`src/rtl/pnfe_pkg.sv`:
```
// pnfe_pkg: shared constants, codes and interface types of the petri net firing engine
`timescale 1ns / 1ps

package pnfe_pkg;

	// architectural limits fixed by the port widths
	localparam int MAX_PLACES      = 8;
	localparam int MAX_TRANSITIONS = 8;
	localparam int MAX_TOKEN_WIDTH = 8;

	// default sizes
	localparam int DEF_PLACES      = 8;
	localparam int DEF_TRANSITIONS = 8;
	localparam int DEF_TOKEN_WIDTH = 8;

	localparam int ARC_MAP_WIDTH   = 64;
	localparam int MARKING_WIDTH   = 64;
	localparam int COUNT_WIDTH     = 4;
	localparam int REG_INDEX_WIDTH = 2;

	// opcodes
	localparam logic [1:0] OP_FIRE  = 2'd0;
	localparam logic [1:0] OP_LOAD  = 2'd1;
	localparam logic [1:0] OP_QUERY = 2'd2;

	// result status codes
	localparam logic [1:0] ST_OK          = 2'd0;
	localparam logic [1:0] ST_NOT_ENABLED = 2'd1;
	localparam logic [1:0] ST_NOT_IN_USE  = 2'd2;

	// register indexes
	localparam logic [REG_INDEX_WIDTH-1:0] REG_INPUT_ARCS  = 2'd0;
	localparam logic [REG_INDEX_WIDTH-1:0] REG_OUTPUT_ARCS = 2'd1;
	localparam logic [REG_INDEX_WIDTH-1:0] REG_TRANS_USED  = 2'd2;

	localparam logic [COUNT_WIDTH-1:0] TRANS_USED_RESET = 4'd8;

	// commands from the controller to the datapath
	typedef struct packed {
		logic execute;
		logic report;
	} pnfe_cmd_t;

endpackage

```
`src/rtl/pnfe_ctrl.sv`:
```
// pnfe_ctrl: controller state machine sequencing execute and report
`timescale 1ns / 1ps

module pnfe_ctrl (
	input  logic               clk,
	input  logic               arst_n,
	input  logic               start,
	output logic               busy,
	output logic               done,
	output pnfe_pkg::pnfe_cmd_t cmd
);

	typedef enum logic {
		S_IDLE,
		S_REPORT
	} state_t;

	state_t state_q;
	logic   done_q;

	assign busy        = (state_q != S_IDLE);
	assign done        = done_q;
	assign cmd.execute = start && (state_q == S_IDLE);
	assign cmd.report  = (state_q == S_REPORT);

	always_ff @(posedge clk or negedge arst_n) begin
		if (!arst_n) begin
			state_q <= S_IDLE;
			done_q  <= 1'b0;
		end else begin
			unique case (state_q)
				S_IDLE: begin
					done_q <= 1'b0;
					if (start) begin
						state_q <= S_REPORT;
					end
				end
				S_REPORT: begin
					done_q  <= 1'b1;
					state_q <= S_IDLE;
				end
				default: begin
					done_q  <= 1'b0;
					state_q <= S_IDLE;
				end
			endcase
		end
	end

	a_exec_then_report: assert property (@(posedge clk) disable iff (!arst_n)
		cmd.execute |=> cmd.report)
		else $error("execute not followed by report");

	a_report_then_done: assert property (@(posedge clk) disable iff (!arst_n)
		cmd.report |=> done_q)
		else $error("report not followed by done strobe");

	a_done_single: assert property (@(posedge clk) disable iff (!arst_n)
		done_q |=> !done_q)
		else $error("done strobe held longer than one cycle");

	a_cmd_exclusive: assert property (@(posedge clk) disable iff (!arst_n)
		!(cmd.execute && cmd.report))
		else $error("execute and report issued together");

endmodule

```
`src/rtl/pnfe_datapath.sv`:
```
// pnfe_datapath: marking store, arc registers, enable logic and result registers
`timescale 1ns / 1ps

module pnfe_datapath #(
	parameter int PLACES      = pnfe_pkg::DEF_PLACES,
	parameter int TRANSITIONS = pnfe_pkg::DEF_TRANSITIONS,
	parameter int TOKEN_WIDTH = pnfe_pkg::DEF_TOKEN_WIDTH
) (
	input  logic                                      clk,
	input  logic                                      arst_n,
	input  pnfe_pkg::pnfe_cmd_t                       cmd,
	input  logic                                      wr_en,
	input  logic [pnfe_pkg::REG_INDEX_WIDTH-1:0]      wr_index,
	input  logic [pnfe_pkg::ARC_MAP_WIDTH-1:0]        wr_data,
	input  logic [1:0]                                opcode,
	input  logic [2:0]                                transition_index,
	input  logic [2:0]                                place_index,
	input  logic [7:0]                                token_value,
	output logic [1:0]                                status,
	output logic [7:0]                                enabled_mask,
	output logic                                      deadlock,
	output logic [pnfe_pkg::MARKING_WIDTH-1:0]        marking
);

	localparam int MT = pnfe_pkg::MAX_TRANSITIONS;
	localparam logic [TOKEN_WIDTH-1:0] TOKEN_MAX   = '1;
	localparam logic [7:0]             TOKEN_MAX_W = 8'((1 << TOKEN_WIDTH) - 1);

	logic [TOKEN_WIDTH-1:0] tokens_q [PLACES];
	logic [pnfe_pkg::ARC_MAP_WIDTH-1:0] in_arcs_q;
	logic [pnfe_pkg::ARC_MAP_WIDTH-1:0] out_arcs_q;
	logic [pnfe_pkg::COUNT_WIDTH-1:0]   trans_used_q;

	logic [1:0]                         exec_status_q;
	logic [1:0]                         res_status_q;
	logic [7:0]                         res_mask_q;
	logic                               res_deadlock_q;
	logic [pnfe_pkg::MARKING_WIDTH-1:0] res_marking_q;

	logic [pnfe_pkg::COUNT_WIDTH-1:0]   n_eff;
	logic [PLACES-1:0]                  nonzero;
	logic [MT-1:0]                      en_all;
	logic [MT-1:0]                      mask;
	logic [PLACES-1:0]                  sel_ins;
	logic [PLACES-1:0]                  sel_outs;
	logic                               sel_en;
	logic                               sel_in_use;
	logic [TOKEN_WIDTH-1:0]             fire_next [PLACES];
	logic [TOKEN_WIDTH-1:0]             load_val;
	logic [1:0]                         fire_status;
	logic [pnfe_pkg::MARKING_WIDTH-1:0] marking_now;

	// register value above the build size counts as the build size
	assign n_eff = (trans_used_q > pnfe_pkg::COUNT_WIDTH'(TRANSITIONS))
		? pnfe_pkg::COUNT_WIDTH'(TRANSITIONS) : trans_used_q;

	assign load_val = (token_value > TOKEN_MAX_W) ? TOKEN_MAX
		: token_value[TOKEN_WIDTH-1:0];

	always_comb begin
		for (int p = 0; p < PLACES; p++) begin
			nonzero[p] = (tokens_q[p] != '0);
		end
		for (int t = 0; t < MT; t++) begin
			en_all[t] = &(~in_arcs_q[8*t +: PLACES] | nonzero);
			mask[t]   = en_all[t] && (pnfe_pkg::COUNT_WIDTH'(t) < n_eff);
		end
	end

	// arcs and enable of the addressed transition
	always_comb begin
		sel_ins    = '0;
		sel_outs   = '0;
		sel_en     = 1'b0;
		sel_in_use = 1'b0;
		for (int t = 0; t < MT; t++) begin
			if (transition_index == 3'(t)) begin
				sel_ins    = in_arcs_q[8*t +: PLACES];
				sel_outs   = out_arcs_q[8*t +: PLACES];
				sel_en     = en_all[t];
				sel_in_use = (pnfe_pkg::COUNT_WIDTH'(t) < n_eff);
			end
		end
	end

	// consume then produce, saturating
	always_comb begin
		for (int p = 0; p < PLACES; p++) begin
			fire_next[p] = tokens_q[p] - TOKEN_WIDTH'(sel_ins[p]);
			if (sel_outs[p] && (fire_next[p] != TOKEN_MAX)) begin
				fire_next[p] = fire_next[p] + TOKEN_WIDTH'(1);
			end
		end
	end

	always_comb begin
		if (!sel_in_use) begin
			fire_status = pnfe_pkg::ST_NOT_IN_USE;
		end else if (!sel_en) begin
			fire_status = pnfe_pkg::ST_NOT_ENABLED;
		end else begin
			fire_status = pnfe_pkg::ST_OK;
		end
	end

	always_comb begin
		marking_now = '0;
		for (int p = 0; p < PLACES; p++) begin
			marking_now[8*p +: 8] = 8'(tokens_q[p]);
		end
	end

	// configuration registers
	always_ff @(posedge clk or negedge arst_n) begin
		if (!arst_n) begin
			in_arcs_q    <= '0;
			out_arcs_q   <= '0;
			trans_used_q <= pnfe_pkg::TRANS_USED_RESET;
		end else if (wr_en) begin
			unique case (wr_index)
				pnfe_pkg::REG_INPUT_ARCS:  in_arcs_q    <= wr_data;
				pnfe_pkg::REG_OUTPUT_ARCS: out_arcs_q   <= wr_data;
				pnfe_pkg::REG_TRANS_USED:  trans_used_q <= wr_data[pnfe_pkg::COUNT_WIDTH-1:0];
				default: ;
			endcase
		end
	end

	// marking
	always_ff @(posedge clk or negedge arst_n) begin
		if (!arst_n) begin
			for (int p = 0; p < PLACES; p++) begin
				tokens_q[p] <= '0;
			end
		end else if (cmd.execute) begin
			case (opcode)
				pnfe_pkg::OP_FIRE: begin
					if (fire_status == pnfe_pkg::ST_OK) begin
						for (int p = 0; p < PLACES; p++) begin
							tokens_q[p] <= fire_next[p];
						end
					end
				end
				pnfe_pkg::OP_LOAD: begin
					for (int p = 0; p < PLACES; p++) begin
						if (place_index == 3'(p)) begin
							tokens_q[p] <= load_val;
						end
					end
				end
				default: ;
			endcase
		end
	end

	// status of the step and result registers
	always_ff @(posedge clk) begin
		if (cmd.execute) begin
			exec_status_q <= (opcode == pnfe_pkg::OP_FIRE) ? fire_status : pnfe_pkg::ST_OK;
		end
		if (cmd.report) begin
			res_status_q   <= exec_status_q;
			res_mask_q     <= 8'(mask);
			res_deadlock_q <= (mask == '0);
			res_marking_q  <= marking_now;
		end
	end

	assign status       = res_status_q;
	assign enabled_mask = res_mask_q;
	assign deadlock     = res_deadlock_q;
	assign marking      = res_marking_q;

endmodule

```
`src/rtl/petri_net_firing_engine.sv`:
```
// petri_net_firing_engine: top level of the petri net token game engine
`timescale 1ns / 1ps
//
// usage
// - configuration: wr_en, wr_index, wr_data write one register per cycle while idle;
//   index 0 input arc map, 1 output arc map, 2 transitions in use (bits 3:0)
// - command: a transfer is taken at a rising edge with start high and busy low;
//   opcode selects fire, load of one place count, or query
// - result: status, enabled_mask, deadlock and marking stand for exactly one cycle
//   with done high; the receiver cannot stall, so the result must be taken then
// - sequence: the command edge executes the step on the marking; the report state
//   then evaluates enables and registers the result with the done strobe
// - commands: a new command is taken only when idle, after the report state of the
//   previous one, as set by the execute then report sequence of the controller;
//   busy is high for the report cycle
// - reset: arst_n clears the marking, the arc maps and sets transitions in use to 8;
//   no clearing pass, a command may follow at once
//
module petri_net_firing_engine #(
	parameter int PLACES      = pnfe_pkg::DEF_PLACES,
	parameter int TRANSITIONS = pnfe_pkg::DEF_TRANSITIONS,
	parameter int TOKEN_WIDTH = pnfe_pkg::DEF_TOKEN_WIDTH
) (
	input  logic                                 clk,
	input  logic                                 arst_n,
	// configuration write port
	input  logic                                 wr_en,
	input  logic [pnfe_pkg::REG_INDEX_WIDTH-1:0] wr_index,
	input  logic [pnfe_pkg::ARC_MAP_WIDTH-1:0]   wr_data,
	// command channel
	input  logic                                 start,
	output logic                                 busy,
	input  logic [1:0]                           opcode,
	input  logic [2:0]                           transition_index,
	input  logic [2:0]                           place_index,
	input  logic [7:0]                           token_value,
	// result channel
	output logic                                 done,
	output logic [1:0]                           status,
	output logic [7:0]                           enabled_mask,
	output logic                                 deadlock,
	output logic [pnfe_pkg::MARKING_WIDTH-1:0]   marking
);

	// command bundle from controller to datapath
	pnfe_pkg::pnfe_cmd_t cmd;

	// sequencing: idle, then the report state for each accepted command
	pnfe_ctrl u_ctrl (
		.clk    (clk),
		.arst_n (arst_n),
		.start  (start),
		.busy   (busy),
		.done   (done),
		.cmd    (cmd)
	);

	// marking, arc registers, enable logic and result registers
	pnfe_datapath #(
		.PLACES      (PLACES),
		.TRANSITIONS (TRANSITIONS),
		.TOKEN_WIDTH (TOKEN_WIDTH)
	) u_datapath (
		.clk              (clk),
		.arst_n           (arst_n),
		.cmd              (cmd),
		.wr_en            (wr_en),
		.wr_index         (wr_index),
		.wr_data          (wr_data),
		.opcode           (opcode),
		.transition_index (transition_index),
		.place_index      (place_index),
		.token_value      (token_value),
		.status           (status),
		.enabled_mask     (enabled_mask),
		.deadlock         (deadlock),
		.marking          (marking)
	);

endmodule

```
`config.mk`:
```
export PLATFORM = sky130hd
export DESIGN_NAME = petri_net_firing_engine
export DESIGN_NICKNAME = d
export VERILOG_FILES = /design/src/rtl/pnfe_pkg.sv /design/src/rtl/pnfe_ctrl.sv /design/src/rtl/pnfe_datapath.sv /design/src/rtl/petri_net_firing_engine.sv
export SDC_FILE = /design/constraint.sdc
export NUM_CORES = 1
export LEC_CHECK = 0
export BUFFER_PORTS_ARGS = -buffer_cell sky130_fd_sc_hd__buf_2
export CORE_MARGIN = 3
export CORE_UTILIZATION = 60
export CTS_CLUSTER_DIAMETER = 30
export DETAILED_ROUTE_END_ITERATION = 16
export GPL_TIMING_DRIVEN = 0
export PLACE_DENSITY = 0.85
export SLEW_MARGIN = 20
export SYNTH_ARGS = -nofsm -noshare
export SYNTH_HDL_FRONTEND = slang
export SYNTH_HIERARCHICAL = 1
export SYNTH_SLANG_ARGS = --single-unit
```
`constraint.sdc`:
```
create_clock -name clk -period 4.4 [get_ports clk]
set_input_delay 0.66 -clock clk [delete_from_list [all_inputs] [get_ports clk]]
set_output_delay 0.66 -clock clk [all_outputs]
set_load 0.005 [all_outputs]
```
==> flow_summary_export.csv <==
group,metric,value,unit
detailed_routing,firstDrtPassIters,9,
placement,dpl_cell_area,17000,um^2
floorplan,coreArea,25400,um^2
timing,fin_setup_tns,0,ns
layout,fin_nets,1725,
global_route,grt_max_degree,98,
layout,fin_util,0.753,
detailed_routing,ant_nets,0,
worst_setup_path,crit_type,"in2reg",
placement,dp_cells,1890,
yosys,ys.flop_type,"dfrtp_1",
timing,setup_ws,0.145,ns
pwr,p_leak,7.88,nW
detailed_routing,drt-initial-drc-count,1598,
floorplan,die_h,168,um
flow_run,maxCapViolations,0,
worst_setup_path,required,4.84,ns
global_route,antenna_found_initial,0,
floorplan,die-area,28100,um^2
layout,syn_to_final_growth,22.0,%
detailed_routing,viasPerCell,6.71,
yosys,synth.yosys.seq_area_share,0.464,
outcome,status,"finished clean",
layout,fillers,1684,
yosys,synth_seq_cells,275,
yosys,yosysWarnings,6,
clock_tree,clock-sinks,275,
placement,finalWeightedCongestion,1.00,
timing,rsz0062_at_grt,"true",
layout,drive_gt1_frac,0.342,
detailed_routing,drt-total-wl,48.7,mm
global_route,grt_use_total,0.340,
yosys,async_flop_share,0.720,
yosys,syn-cell-area,15700,um^2
pwr,power_switching,4.11,mW
floorplan,rows,58,
yosys,synth_cell_types,104,
timing,tightest_slew,0.999,ns
layout,stdcell_area,19100,um^2
timing,fin_crit_sh,0.967,
floorplan,start_util,0.617,
pwr,p_seq_frac,0.343,
worst_setup_path,critPathMaxFanout,19,
timing,final-max-slew-violation-count,0,
global_route,grt_first_pass_wirelength,75.3,mm
clock_tree,clk_path_buf_depth,3,
yosys,syn-num-nets,1507,
clock_tree,root_buffer,"clkbuf_16",
timing,finalCriticalPeriod,4.25,ns
detailed_routing,drc,0,
placement,post-place-ws,-1.60,ns
pwr,combPwrFrac,0.302,
worst_setup_path,reg2reg_depth,10,
clock_tree,cts_tree,"built",
yosys,syn_inst,1397,
layout,layout_common_cells,"dfrtp_1 (197), buf_2 (179), mux2_2 (167), edfxtp_1 (77), nand2_1 (72)",
pwr,internal-power,7.56,mW
layout,seq_area,7270,um^2
worst_setup_path,critPathLaunchType,"input port",
timing,skew,0.0293,ns
detailed_routing,wl_per_cell,24.5,um
worst_hold_path,min_path_type,"in2reg",
clock_tree,htreeDepth,2,
clock_tree,clk_pin_slew,0.05,ns
floorplan,die_x,168,um
timing,finalHoldViolations,0,
detailed_routing,vias,13400,
worst_setup_path,worstPathArrival,4.70,ns
timing,setup_viol,0,
layout,multiInputGateArea,7930,um^2
pwr,p_clk_frac,0.355,
pwr,peakVddDrop,0.376,mV
global_route,grt_pass1_vias,13400,
clock_tree,clkLatencyLatePin,0.57,ns
yosys,synth.avg_cell_area,11.2,um^2
pwr,total_power,11.7,mW
placement,numPortBuffers,161,
clock_tree,cts_buffers,56,
layout,layout_commonest_cell,"dfrtp_1",
layout,fin_cells,1992,
timing,fmaxAchievable,0.235,GHz
global_route,grt_overflow,0,
pwr,switching_share,0.352,
pwr,p_per_area,610,nW/um^2
worst_hold_path,hold_depth,2,
timing,whs,0.340,ns
floorplan,ios,163,
worst_setup_path,end_kind,"flip-flop",
timing,maxSlewHeadroom,0.328,
yosys,synth_edf_count,77,
layout,n_antenna_cell,0,
placement,post-dp-hpwl,35.2,mm
-- sequential cells by signal (all words and copies together) (netlist names) --
signal                    cells
u_datapath/marking_now       64
u_datapath/enabled_mask       8
u_datapath/marking           64
u_ctrl/done                   1
u_datapath/status             2
u_datapath/trans_used_q       4
u_datapath/in_arcs_q         64
u_datapath/deadlock           1
u_datapath/exec_status_q      2
u_ctrl/busy                   1
u_datapath/out_arcs_q        64
-- metal layers --
layer / GRT usage / part of all wire
met5: 0 / 0
met4: 0.195 / 0.063
met3: 0.0703 / 0.098
met2: 0.550 / 0.47
met1: 0.428 / 0.37
-- critical path: stages --
cell,delay [ns]
buf_2,0.10
buf_6,0.17
buf_12,0.19
buf_6,0.19
mux2i_1,0.09
nor2_1,0.09
a21oi_1,0.07
o221ai_1,0.24
a32o_2,0.21
ha_1,0.25
ha_4,0.20
or3b_1,0.40
nor3_2,0.19
xnor2_2,0.14
or4_1,0.54
clkbuf_2,0.18
a311o_1,0.39
nand3_2,0.10
o211ai_1,0.08
a22o_1,0.21
-- synthesized netlist by cell type (9+ instances only) --
| cell type | n | share of area |
|---|---|---|
| nor2_1 | 61 | 0.015 |
| o2bb2ai_1 | 14 | 0.0078 |
| mux2i_1 | 30 | 0.019 |
| nor4_1 | 21 | 0.0084 |
| a21oi_1 | 48 | 0.015 |
| o22ai_1 | 13 | 0.0052 |
| buf_6 | 9 | 0.0065 |
| xor2_1 | 19 | 0.011 |
| mux2_2 | 167 | 0.12 |
| a222oi_1 | 11 | 0.0070 |
| clkbuf_1 | 50 | 0.012 |
| and2_1 | 10 | 0.0040 |
| nand3_1 | 29 | 0.0093 |
| o2111ai_1 | 18 | 0.010 |
| xnor2_1 | 36 | 0.020 |
| edfxtp_1 | 77 | 0.15 |
| and3_1 | 16 | 0.0064 |
| o21ai_0 | 45 | 0.014 |
| nand4_1 | 15 | 0.0060 |
| a2bb2oi_1 | 13 | 0.0073 |
| o221ai_1 | 9 | 0.0050 |
| dfrtp_1 | 197 | 0.31 |
| inv_1 | 51 | 0.012 |
| a31oi_1 | 26 | 0.010 |
| a22oi_1 | 15 | 0.0072 |
| ha_1 | 24 | 0.019 |
| nor3_1 | 26 | 0.0083 |
| buf_2 | 21 | 0.0067 |
| o211ai_1 | 11 | 0.0053 |
| or4_1 | 10 | 0.0048 |
| nand2_1 | 72 | 0.017 |
| a22o_1 | 12 | 0.0067 |
| nor2b_1 | 21 | 0.0084 |
| nand2b_1 | 14 | 0.0056 |
| o31a_1 | 10 | 0.0056 |
-- final timing paths --
kind                                                            from  slack, ns                                endpoint
min reg2reg                u_datapath/exec_status_q[0]$_SDFFCE_PP0P_       0.41          u_datapath/status[0]$_DFFE_PP_
max                                              transition_index[1]       0.15   u_datapath/marking_now[4]$_DFFE_PN0P_
max in group asynchronous                                     arst_n       2.76    u_datapath/out_arcs_q[2]$_DFFE_PN0P_
min                                                      wr_data[15]       0.34    u_datapath/in_arcs_q[15]$_DFFE_PN0P_
min in group asynchronous                                     arst_n       0.51  u_datapath/marking_now[57]$_DFFE_PN0P_
max reg2reg                   u_datapath/marking_now[50]$_DFFE_PN0P_       0.41  u_datapath/marking_now[55]$_DFFE_PN0P_
-- power groups by stage --
stage               clock network [mW]  logic, mW  registers, mW
floorplan                            0       2.46           3.76
global placement                     0       3.19           3.96
detailed placement                   0       3.33           3.99
CTS                               4.18       3.38           3.96
global route                      4.31       3.85           4.06
finish                            4.14       3.53           4.00
-- cells by family (layout without fill, tap and decap cells) --
group | after synthesis | count (layout) | share of synthesized area
AO/OA/AOI/OAI | 333 | 333 | 0.160
buffers and inverters | 144 | 409 | 0.0425
multiplexers | 205 | 205 | 0.150
AND/OR/NAND/NOR | 359 | 359 | 0.133
flip-flops | 275 | 275 | 0.464
adder cells (fa/ha/maj) | 26 | 26 | 0.0204
XOR/XNOR | 55 | 55 | 0.0307
-- layout make-up --
type,instances,area share
repair buffers,167,0.0472
well taps,330,0.0216
clock inverters,41,0.0208
multi-input cells,978,0.415
clock buffers,64,0.0786
inverters,52,0.0106
flip-flops and latches,275,0.380
plain buffers,85,0.0262
-- timing repair --
action,CTS,global route
gates resized for setup,16,40
pin swaps,3,5
endpoints found under the setup margin,64,60
hold endpoints to repair,16,0
setup buffers,1,2
hold buffers,1,0
(Power assumes the default switching activity.)
